<file path="src/design/elp_pkg.sv">
// Shared types, constants and a helper function for the ELF64 load plan checker.
// Used by every module of the block; depends on nothing else.
package elp_pkg;

  localparam int MAX_SEGMENTS_DEF  = 16;
  localparam int POSITION_BITS_DEF = 25;

  localparam int REC_BYTES = 56;
  localparam int HDR_BYTES = 64;

  localparam logic [31:0] PT_NULL      = 32'd0;
  localparam logic [31:0] PT_LOAD      = 32'd1;
  localparam logic [31:0] PT_NOTE      = 32'd4;
  localparam logic [31:0] PT_PHDR      = 32'd6;
  localparam logic [31:0] PT_GNU_STACK = 32'h6474e551;

  localparam logic [63:0] PAGE_MASK = 64'd4095;

  localparam logic [1:0] ACC_RO    = 2'd0;
  localparam logic [1:0] ACC_EXEC  = 2'd1;
  localparam logic [1:0] ACC_WRITE = 2'd2;

  localparam logic [2:0] REG_FILE_LIMIT  = 3'd0;
  localparam logic [2:0] REG_USER_LOW    = 3'd1;
  localparam logic [2:0] REG_USER_END    = 3'd2;
  localparam logic [2:0] REG_STACK_GUARD = 3'd3;
  localparam logic [2:0] REG_STACK_TOP   = 3'd4;
  localparam logic [2:0] REG_PAGE_BUDGET = 3'd5;

  localparam logic [7:0] ELF_MAG0    = 8'h7f;
  localparam logic [7:0] ELF_MAG1    = 8'h45;
  localparam logic [7:0] ELF_MAG2    = 8'h4c;
  localparam logic [7:0] ELF_MAG3    = 8'h46;
  localparam logic [7:0] ELF_CLASS64 = 8'd2;
  localparam logic [7:0] ELF_ONE     = 8'd1;
  localparam logic [7:0] ELF_EXEC    = 8'd2;
  localparam logic [7:0] ELF_X86_64  = 8'd62;
  localparam logic [7:0] ELF_ZERO    = 8'd0;

  typedef enum logic [3:0] {
    ST_IDLE, ST_R0, ST_R1, ST_R2, ST_R3, ST_R4, ST_R5,
    ST_WRD, ST_WCMP, ST_RSTORE,
    ST_FIN0, ST_FRD, ST_FCMP,
    ST_ERD, ST_EWAIT
  } state_t;

  typedef struct packed {
    logic [63:0] addr;
    logic [63:0] off;
    logic [63:0] fsz;
    logic [63:0] msz;
    logic [63:0] pstart;
    logic [63:0] pend;
    logic [1:0]  acc;
  } seg_t;

  typedef struct packed {
    logic rec_last;   // this request completes a program header record
    logic byte_fail;  // this request rejects the image
  } cap_stat_t;

  // Expected header byte; bit 8 set means the byte is not checked.
  function automatic logic [8:0] hdr_expect(input logic [5:0] p);
    logic [8:0] e;
    e = 9'h100;
    case (p)
      6'd0:  e = {1'b0, ELF_MAG0};
      6'd1:  e = {1'b0, ELF_MAG1};
      6'd2:  e = {1'b0, ELF_MAG2};
      6'd3:  e = {1'b0, ELF_MAG3};
      6'd4:  e = {1'b0, ELF_CLASS64};
      6'd5, 6'd6: e = {1'b0, ELF_ONE};
      6'd7, 6'd8: e = {1'b0, ELF_ZERO};
      6'd16: e = {1'b0, ELF_EXEC};
      6'd18: e = {1'b0, ELF_X86_64};
      6'd20: e = {1'b0, ELF_ONE};
      6'd17, 6'd19, 6'd21, 6'd22, 6'd23: e = {1'b0, ELF_ZERO};
      6'd48, 6'd49, 6'd50, 6'd51: e = {1'b0, ELF_ZERO};
      6'd52: e = {1'b0, 8'(HDR_BYTES)};
      6'd54: e = {1'b0, 8'(REC_BYTES)};
      6'd53, 6'd55: e = {1'b0, ELF_ZERO};
      default: e = 9'h100;
    endcase
    return e;
  endfunction

endpackage

</file>
<file path="src/design/elp_capture.sv">
// Byte stream front end: position counter, header checks and capture,
// program header record assembly. Depends on elp_pkg.
module elp_capture #(
  parameter int POSITION_BITS = elp_pkg::POSITION_BITS_DEF,
  parameter int MAX_SEGMENTS  = elp_pkg::MAX_SEGMENTS_DEF
) (
  input  logic                     clk,
  input  logic                     rst,
  input  logic                     clear,
  input  logic                     accept,
  input  logic                     rejected,
  input  logic [7:0]               image_byte,
  output logic [POSITION_BITS-1:0] pos,
  output logic [63:0]              entry,
  output logic [63:0]              tbl_off,
  output logic [15:0]              rec_cnt,
  output logic [447:0]             rec_bytes,
  output elp_pkg::cap_stat_t       stat
);
  import elp_pkg::*;

  logic [7:0][7:0]  entry_b;
  logic [7:0][7:0]  off_b;
  logic [1:0][7:0]  cnt_b;
  logic [55:0][7:0] rec;
  logic [5:0]       k;
  logic [6:0]       seen;

  logic       at_max, in_hdr, mismatch, hdr_end_bad, take, active;
  logic [8:0] expect_b;

  assign entry     = entry_b;
  assign tbl_off   = off_b;
  assign rec_cnt   = cnt_b;
  assign rec_bytes = rec;

  always_comb begin
    at_max      = (pos == '1);
    in_hdr      = (pos[POSITION_BITS-1:6] == '0);
    expect_b    = hdr_expect(pos[5:0]);
    mismatch    = in_hdr && !expect_b[8] && (image_byte != expect_b[7:0]);
    hdr_end_bad = in_hdr && (pos[5:0] == 6'(HDR_BYTES - 1)) &&
                  ((rec_cnt == '0) || (rec_cnt > 16'(MAX_SEGMENTS)) ||
                   (tbl_off < 64'(HDR_BYTES)));
    take        = accept && !rejected && !at_max && !mismatch;
    active      = !in_hdr && (64'(pos) >= tbl_off) && (16'(seen) < rec_cnt);
    stat.byte_fail = at_max || (!rejected && (mismatch || hdr_end_bad));
    stat.rec_last  = take && active && (k == 6'(REC_BYTES - 1));
  end

  always_ff @(posedge clk) begin
    if (rst || clear) begin
      pos     <= '0;
      entry_b <= '0;
      off_b   <= '0;
      cnt_b   <= '0;
      k       <= '0;
      seen    <= '0;
    end else if (accept) begin
      if (!at_max) begin
        pos <= pos + 1'b1;
      end
      if (take) begin
        if (in_hdr) begin
          if (pos[5:3] == 3'd3) entry_b[pos[2:0]] <= image_byte;
          if (pos[5:3] == 3'd4) off_b[pos[2:0]] <= image_byte;
          if (pos[5:1] == 5'd28) cnt_b[pos[0]] <= image_byte;
        end else if (active) begin
          rec[k] <= image_byte;
          if (k == 6'(REC_BYTES - 1)) begin
            k    <= '0;
            seen <= seen + 1'b1;
          end else begin
            k <= k + 1'b1;
          end
        end
      end
    end
  end

endmodule

</file>
<file path="config.mk">
export PLATFORM = sky130hd
export DESIGN_NAME = elp_capture
export DESIGN_NICKNAME = d
export VERILOG_FILES = /design/src/design/elp_pkg.sv /design/src/design/elp_capture.sv
export SDC_FILE = /design/constraint.sdc
export NUM_CORES = 1
export LEC_CHECK = 0
export CAP_MARGIN = 10
export CORE_AREA = 2 2 245 247
export DETAILED_ROUTE_END_ITERATION = 10
export DIE_AREA = 0 0 247 249
export DONT_BUFFER_PORTS = 1
export SLEW_MARGIN = 20
export SYNTH_ARGS = -nofsm -noshare
export SYNTH_HDL_FRONTEND = slang
export SYNTH_SLANG_ARGS = --single-unit
</file>
<file path="constraint.sdc">
create_clock -name clk -period 9.6 [get_ports clk]
set_input_delay 0.96 -clock clk [delete_from_list [all_inputs] [get_ports clk]]
set_output_delay 0.96 -clock clk [all_outputs]
set_load 0.05 [all_outputs]
</file>
==> results.md, run 1 <==
| Step | Parameter | Value |
| --- | --- | --- |
| outcome | Status | complete, no violations |
| setup path | Critical path startpoint | tbl_off[23] |
| setup path | Capturing point of the worst reg2reg path | rec_bytes[351] |
| hold path | Path category of the worst min-delay check | input pin to register |
| routing | Count of unresolved DRC violations after routing | 0 |
| sta | Share of the clock period used by the worst path | 0.504 |
| floorplanning | Area of the core | 0.0587 mm² |
| placed design | Total placed instance area | 0.0234 mm² |
| yosys | Yosys warning count | 0 |
| setup path | Capture point of the critical path | rec_bytes[351] |
| yosys | Seq/Total Area, Yosys | 0.765 |
| setup path | Type of the worst setup path | register to register |
| floorplanning | Effective utilization at floorplan | 0.384 |
| setup path | Slowest stage cell on the critical path | or4_2 |
| yosys | Area of the mapped netlist | 0.0225 mm² |
| global route | Wire length of the first global-routing pass | 91200 µm |
| setup path | Buf/Inv on CP | 1 |
| routing | Number of iterations in the first detailed-routing pass | 5 |
| sta | Pin slew with the least headroom to its limit | 1.05 ns |
| sta | Number of setup violations in the final report | 0 |
| global route | Total gr overflow | 0 |
| yosys | Fraction of registers with async set or reset after synthesis | 0 |
| cts | Number of clock sinks seen by CTS | 637 |
| setup path | Endpoint type of the worst setup path | register |
| setup path | Arrival time of the worst setup path | 5.08 ns |
| yosys | Yosys reg bits | 637 |
| setup path | Top delay family on crit path | simple AND/OR/NAND/NOR gates |
| setup path | Crit path required time | 9.84 ns |
| floorplanning | I/O pin total | 632 |
| job | Max-cap violation count | 0 |
| cts | Root buffer cell | clkbuf_16 |
| layout | FILL cells | 5104 |
| cts | Setup Fix Bufs, Post-CTS | 0 |
| setup path | Max FO, Critical Path | 32 |
| yosys | Top FF cell, synth | edfxtp_1 |
| yosys | Post-Synthesis Cells | 1470 |
| yosys | Mean area per synthesized cell | 15.3 µm² |
| floorplanning | Overall die area | 0.0615 mm² |
| layout | Diodes inserted | 0 |
| setup path | Register-to-register path setup slack | 4.76 ns |
| yosys | Cell variety after synth | 62 |
| setup path | Critical path launch point type | register |
| layout | Share of the core filled with cells in the final layout | 0.433 |
| placed design | Post-DP HPWL | 43200 µm |
| sta | Final slew viol count | 0 |
| power | Power per Cell Area | 210 mW/mm² |
| routing | Number of vias per cell | 5.33 |
| setup path | Launching point of the worst reg2reg path | tbl_off[23] |
| cts | Clock tree from TritonCTS | built |
| sta | Time the worst path needs with I/O delays and setup | 4.84 ns |
| power | Standby leakage power | 8.06 nW |
| routing | Routed Antenna Nets | 0 |
| layout | Final net count | 1535 |
| cts | CTS Hold Bufs | 0 |
| setup path | Cell chain of the critical path | inv_1 > ha_1 > nand3_1 > o221ai_1 > a22oi_2 > nor4b_2 > o2111ai_1 > or4_2 > nor4_2 |
| routing | Total wire length after detailed routing | 65100 µm |
| cts | Clock buffers created by TritonCTS | 61 |
| setup path | Path length in cells of the critical path | 9 |
| power | Total Power | 5.33 mW |
| setup path | Number of cells traversed by the worst register-to-register path | 9 |
| placed design | Global placement routability congestion | 0.833 |
| global route | Pin count of the biggest net entering global routing | 113 |
| sta | Worst Clk Skew | 0.0161 ns |
| yosys | Number of synthesized flops with an enable pin | 448 |
| power | Worst voltage drop across the vdd grid | 0.138 mV |
| routing | Total number of vias | 12310 |
| floorplanning | Row Count | 89 |
| sta | Accumulated negative setup slack | 0 ns |
| global route | Tot GR Track Use | 0.204 |
| cts | CTS clock-pin slew for the worst setup and hold paths | 0.06 ns |
| routing | Routed length per instance | 28.2 µm |
| cts | Clock insertion delay at the later pin of the skew report | 0.62 ns |
| global route | Number of antenna violations at the first check in global routing | 1 |
| layout | Fin area | 0.0254 mm² |
| floorplanning | X dimension of the die | 247 µm |
| sta | Hold WS | 0.437 ns |
| yosys | Synthesized net count | 1519 |
| sta | RSZ-0062 raised after global routing | false |
| routing | Number of violations reported at the end of detailed-routing iteration 0 | 849 |
| cts | H-tree levels | 2 |
| floorplanning | Die span in y | 249 µm |
| sta | Remaining max-slew budget at the tightest pin | 0.295 |
| layout | Fraction of layout instances using a drive strength above 1 | 0.0938 |
| cts | Deepest clock path buffer count | 3 |
| global route | Number of global-route vias before repair | 11998 |
| sta | Final Hold Viols | 0 |
| placed design | Input/output buffers | 0 |
| cts | Post-cts sizing count | 0 |
| sta | Achievable clock frequency | 0.207 GHz |
| layout | Signed area change from the synthesized netlist to the final layout | 12.7% |
| setup path | CP peak stage delay | 1.05 ns |
-- cell usage in the layout (no fill, tap or decap), types with 15 or more instances in the layout --
cell,instances
a21oi_1,28
clkbuf_16,61
dfxtp_1,189
edfxtp_1,448
ha_1,36
inv_1,45
mux2i_1,147
nand2_1,52
nand3_1,22
nand4_1,17
nor2_1,232
nor4_1,23
o21ai_0,17
or3_1,18
xor2_1,15
-- cell families (layout without fill, tap and decap cells) --
family                     Yosys count  count (layout)  synth area share
DFF                                637             637             0.765
adders and majority gates           36              36            0.0200
and+or+nand+nor                    440             440            0.0980
muxes                              148             148            0.0658
xor gates and xnor gates            27              27            0.0105
buffers and inverters              103             168            0.0181
AOI/OAI and AO/OA                   79              79            0.0225
-- through the flow --
stage | setup WS [ns] | instances
after floorplan | 5.71 | 1470
after global placement | 4.86 | 2196
after detailed placement | 4.77 | 2196
after CTS | 4.71 | 2308
after global routing | 4.53 | 2308
final | 4.76 | 2308
-- flip-flops by register name, indices dropped and copies added, names as in the netlist --
register,count
pos,25
tbl_off,64
seen,7
expect_b,7
rec_cnt,16
entry,64
k,6
rec_bytes,448
-- worst reg2reg max path: cells and delay by family, from the launching register on --
| kind | cells | cell delay [ns] |
|---|---|---|
| compound gates | 3 | 0.78 |
| buf+inv | 1 | 0.11 |
| flops | 1 | 0.71 |
| fa+ha+maj | 1 | 0.32 |
| simple gates | 4 | 2.54 |
-- report_power, final --
part	leakage, nW	internal [mW]	switching, mW
combinational	1.54	0.00679	0.0196
clock	0.975	1.34	1.02
sequential	5.55	2.94	0.000929
-- cells in the mapped netlist (2+ instances only) --
master,count,area [µm²]
edfxtp_1,448,13500
nor2_1,232,871
dfxtp_1,189,3780
mux2i_1,147,1470
nand2_1,52,195
inv_1,45,169
clkbuf_1,40,150
ha_1,36,450
a21oi_1,28,140
nor4_1,25,156
nand3_1,22,110
o21ai_0,18,90.1
or3_1,18,113
nand4_1,17,106
xor2_1,15,131
xnor2_1,12,105
buf_2,11,55.1
nor3_2,11,110
nor3_1,9,45.0
or4_1,8,60.1
and3_1,7,43.8
buf_1,6,22.5
nand2b_1,6,37.5
nor3b_1,5,37.5
nor4_4,5,106
nor4_2,4,50.1
o2111ai_1,4,35.0
or2_2,4,25.0
a21o_1,3,22.5
nor3b_2,3,37.5
o31ai_1,3,22.5
a2111oi_0,2,17.5
a211oi_1,2,15.0
a31oi_1,2,12.5
nor2b_1,2,12.5
o211ai_1,2,15.0
o21a_1,2,15.0
-- per-layer routing --
layer  share of wire  track usage  up-vias
li1                -            -     5412
met1            0.36        0.230     6203
met2            0.51        0.355      589
met3            0.10       0.0743      106
met4           0.029       0.0678        0
met5               0            0        -
-- worst min path at each step --
stage	start	to	cells past startpoint
global placement	seen[6]	seen[6]	2
finish	image_byte[2]	rec_bytes[258]	0
global route	image_byte[2]	rec_bytes[258]	0
floorplan	seen[6]	seen[6]	2
CTS	image_byte[3]	rec_bytes[347]	0
detailed placement	seen[6]	seen[6]	2
-- final cells by class --
| cell class | instances | area (µm²) | area share |
|---|---|---|---|
| Sequential cell | 637 | 17200 | 0.679 |
| Multi-Input combinational cell | 730 | 4920 | 0.194 |
| Clock buffer | 70 | 1560 | 0.0615 |
| Tap cell | 773 | 967 | 0.0381 |
| Clock inverter | 42 | 445 | 0.0175 |
| Inverter | 45 | 169 | 0.00665 |
| Timing Repair Buffer | 11 | 86.3 | 0.00340 |
No activity file was read; power rests on OpenSTA's default activity.
==> run 2: changes to the inputs <==
ABC_AREA = 1   (was unset)
clock period = 4.3 ns   (was 9.6 ns; I/O delays follow)
==> results.md, run 2 <==
| Step | Parameter | Value |
| --- | --- | --- |
| layout | Commonest non-fill, non-tap cells in the layout | edfxtp_1, nor2_1, dfxtp_1 |
| routing | Routed length per instance | 26.9 µm |
| routing | Number of violations reported at the end of detailed-routing iteration 0 | 1058 |
| floorplanning | Effective utilization at floorplan | 0.382 |
| layout | Leading cell type in the layout, fill and taps excluded | edfxtp_1 |
| sta | Time the worst path needs with I/O delays and setup | 3.90 ns |
| setup path | Endpoint type of the worst setup path | register |
| global route | Tot GR Track Use | 0.233 |
| routing | Number of vias per cell | 5.24 |
| sta | Final Hold Viols | 0 |
| power | Worst voltage drop across the vdd grid | 0.335 mV |
| hold path | Path category of the worst min-delay check | input pin to register |
| sta | RSZ-0062 raised after global routing | false |
| setup path | Max FO, Critical Path | 8 |
| floorplanning | I/O pin total | 632 |
| setup path | Critical path launch point type | register |
| yosys | Area share of the largest cell type after synthesis | 0.600 |
| yosys | Number of synthesized flops with an enable pin | 448 |
| floorplanning | Die span in y | 249 µm |
| yosys | Cell variety after synth | 33 |
| yosys | Area of the mapped netlist | 0.0224 mm² |
| power | Standby leakage power | 9.55 nW |
| layout | Fraction of layout instances using a drive strength above 1 | 0.107 |
| placed design | Input/output buffers | 0 |
| sta | Share of the clock period used by the worst path | 0.906 |
| layout | FILL cells | 5099 |
| sta | Pin slew with the least headroom to its limit | 1.07 ns |
| outcome | Status | complete, no violations |
| cts | Root buffer cell | clkbuf_16 |
| floorplanning | Row Count | 89 |
| layout | Fin area | 0.0265 mm² |
| setup path | Cell chain of the critical path | inv_1 > ha_1 > nand2_1 > nor2_1 > nand2_1 > nand2_1 > nor2_1 > nand2_1 > nand2_1 > nand3_1 > nand3_1 > nor3_4 > nand3_1 > nor2_1 |
| yosys | Yosys warning count | 0 |
| setup path | Dominant cell type by count on the critical path | nand2_1 |
| placed design | Global placement routability congestion | 0.853 |
| cts | CTS clock-pin slew for the worst setup and hold paths | 0.06 ns |
| yosys | Seq/Total Area, Yosys | 0.768 |
| setup path | CP peak stage delay | 0.71 ns |
| yosys | Dominant cell type by area after synthesis | edfxtp_1 |
| layout | Signed area change from the synthesized netlist to the final layout | 18.1% |
| cts | Clock buffers created by TritonCTS | 68 |
| yosys | Top FF cell, synth | edfxtp_1 |
| global route | Total gr overflow | 0 |
| cts | Clock insertion delay at the later pin of the skew report | 0.62 ns |
| cts | Number of clock sinks seen by CTS | 637 |
| cts | Clock tree from TritonCTS | built |
| power | Share of power burned in combinational logic | 0.022 |
| sta | Worst Clk Skew | 0.0281 ns |
| yosys | Fraction of registers with async set or reset after synthesis | 0 |
| sta | Number of setup violations in the final report | 0 |
| power | Power per Cell Area | 474 mW/mm² |
| sta | Accumulated negative setup slack | 0 ns |
| yosys | Mean area per synthesized cell | 12.5 µm² |
| yosys | Synthesized-area fraction occupied by xor and xnor cells | 0.00351 |
| cts | H-tree levels | 3 |
| yosys | Adder-cell share of the synthesized area | 0.0201 |
| global route | Pin count of the biggest net entering global routing | 111 |
| setup path | Type of the worst setup path | register to register |
| placed design | Total placed instance area | 0.0239 mm² |
| layout | Flip-flop count of the largest register, all copies and words added | 448 |
| setup path | Arrival time of the worst setup path | 4.13 ns |
| global route | Number of antenna violations at the first check in global routing | 6 |
| routing | Total number of vias | 14413 |
| power | Switching fraction of total power | 0.215 |
| yosys | Post-Synthesis Cells | 1789 |
| yosys | Post-synthesis simple-gate area fraction | 0.123 |
| routing | Number of iterations in the first detailed-routing pass | 5 |
| layout | Final net count | 1976 |
| power | Total Power | 12.6 mW |
| setup path | Top delay family on crit path | simple AND/OR/NAND/NOR gates |
| yosys | Combinational family with the most area after synthesis | simple AND/OR/NAND/NOR gates |
| yosys | Synthesized net count | 1838 |
| yosys | Synth Area in Compound Gates | 0.0537 |
| setup path | Slowest stage cell on the critical path | nor2_1 |
| cts | Deepest clock path buffer count | 3 |
| sta | Final slew viol count | 0 |
| placed design | Worst-case setup slack after placement | 0.433 ns |
| routing | Routed Antenna Nets | 0 |
| routing | Count of unresolved DRC violations after routing | 0 |
| sta | Achievable clock frequency | 0.257 GHz |
| floorplanning | X dimension of the die | 247 µm |
| floorplanning | Area of the core | 0.0587 mm² |
| global route | Wire length of the first global-routing pass | 103000 µm |
| sta | Final critical-path setup slack | 0.402 ns |
| placed design | Post-DP HPWL | 44900 µm |
| yosys | Cell types with the largest area share after synthesis | edfxtp_1, dfxtp_1, nor2_1 |
| cts | Post-cts sizing count | 0 |
| power | Sw power | 2.70 mW |
| global route | Number of global-route vias before repair | 13631 |
| routing | Total wire length after detailed routing | 74000 µm |
| yosys | Most frequent cell after synthesis | edfxtp_1 |
| sta | Remaining max-slew budget at the tightest pin | 0.287 |
| yosys | Multiplexer share of the synthesized area | 0 |
| power | Internal Pwr Total | 9.86 mW |
| floorplanning | Overall die area | 0.0615 mm² |
| job | Max-cap violation count | 0 |
| power | Clock network power share | 0.456 |
| setup path | Crit path required time | 4.53 ns |
| yosys | Yosys reg bits | 637 |
| setup path | Buf/Inv on CP | 1 |
| power | Sequential fraction of design power | 0.523 |
| yosys | Top cells by count, synth | edfxtp_1, nor2_1, dfxtp_1 |
[run 2: power by group through the flow]
stage	sequential, mW	combinational (mW)	clock, mW
finish	6.57	0.271	5.72
global route	6.56	0.291	6.08
CTS	6.57	0.274	5.81
detailed placement	6.70	0.0960	0
global placement	6.70	0.0949	0
floorplan	6.70	0.0837	0
[run 2: cell type report]
| class | instances | area (µm²) | share of cell area |
|---|---|---|---|
| Antenna cell | 2 | 5.00 | 0.000189 |
| Multi-Input combinational cell | 969 | 4510 | 0.170 |
| Clock inverter | 40 | 413 | 0.0156 |
| Sequential cell | 637 | 17200 | 0.650 |
| Tap cell | 773 | 967 | 0.0365 |
| Timing Repair Buffer | 114 | 1060 | 0.0399 |
| Inverter | 137 | 514 | 0.0194 |
| Clock buffer | 81 | 1800 | 0.0680 |
[run 2: cells by family after synthesis]
kind of cell | count (synthesis)
and+or+nand+nor | 687
xor gates and xnor gates | 9
adders and majority gates | 36
DFF | 637
buffers and inverters | 183
AOI/OAI and AO/OA | 237
[run 2: final timing paths]
check                  to  cells after the start  slack [ns]     startpoint
max          rec_bytes[2]                     14        0.40    tbl_off[13]
max reg2reg  rec_bytes[2]                     14        0.40    tbl_off[13]
min            rec_cnt[2]                      2        0.05  image_byte[2]
min reg2reg       seen[0]                      2        0.52        seen[0]
[run 2: stage by stage]
stage | hold slack, ns | utilization | instances
2_1_floorplan | 0.466 | - | 1789
3_3_place_gp | 0.499 | 0.408 | 2609
3_5_place_dp | 0.505 | 0.408 | 2609
4_1_cts | 0.00344 | 0.452 | 2751
5_1_grt | 0.0216 | 0.452 | 2751
6_report | 0.0462 | 0.452 | 2753
[run 2: routing by layer]
layer	vias to the layer above	GRT usage	part of all wire
met4	2	0.0831	0.032
met1	7081	0.268	0.36
met5	-	0	0.00018
li1	6415	-	-
met2	794	0.398	0.50
met3	121	0.0842	0.11
[run 2: repair_timing]
item                       CTS  global route
hold buffers                21             0
setup buffers                0             0
hold endpoints to repair   512             0
setup endpoints to repair    0             0
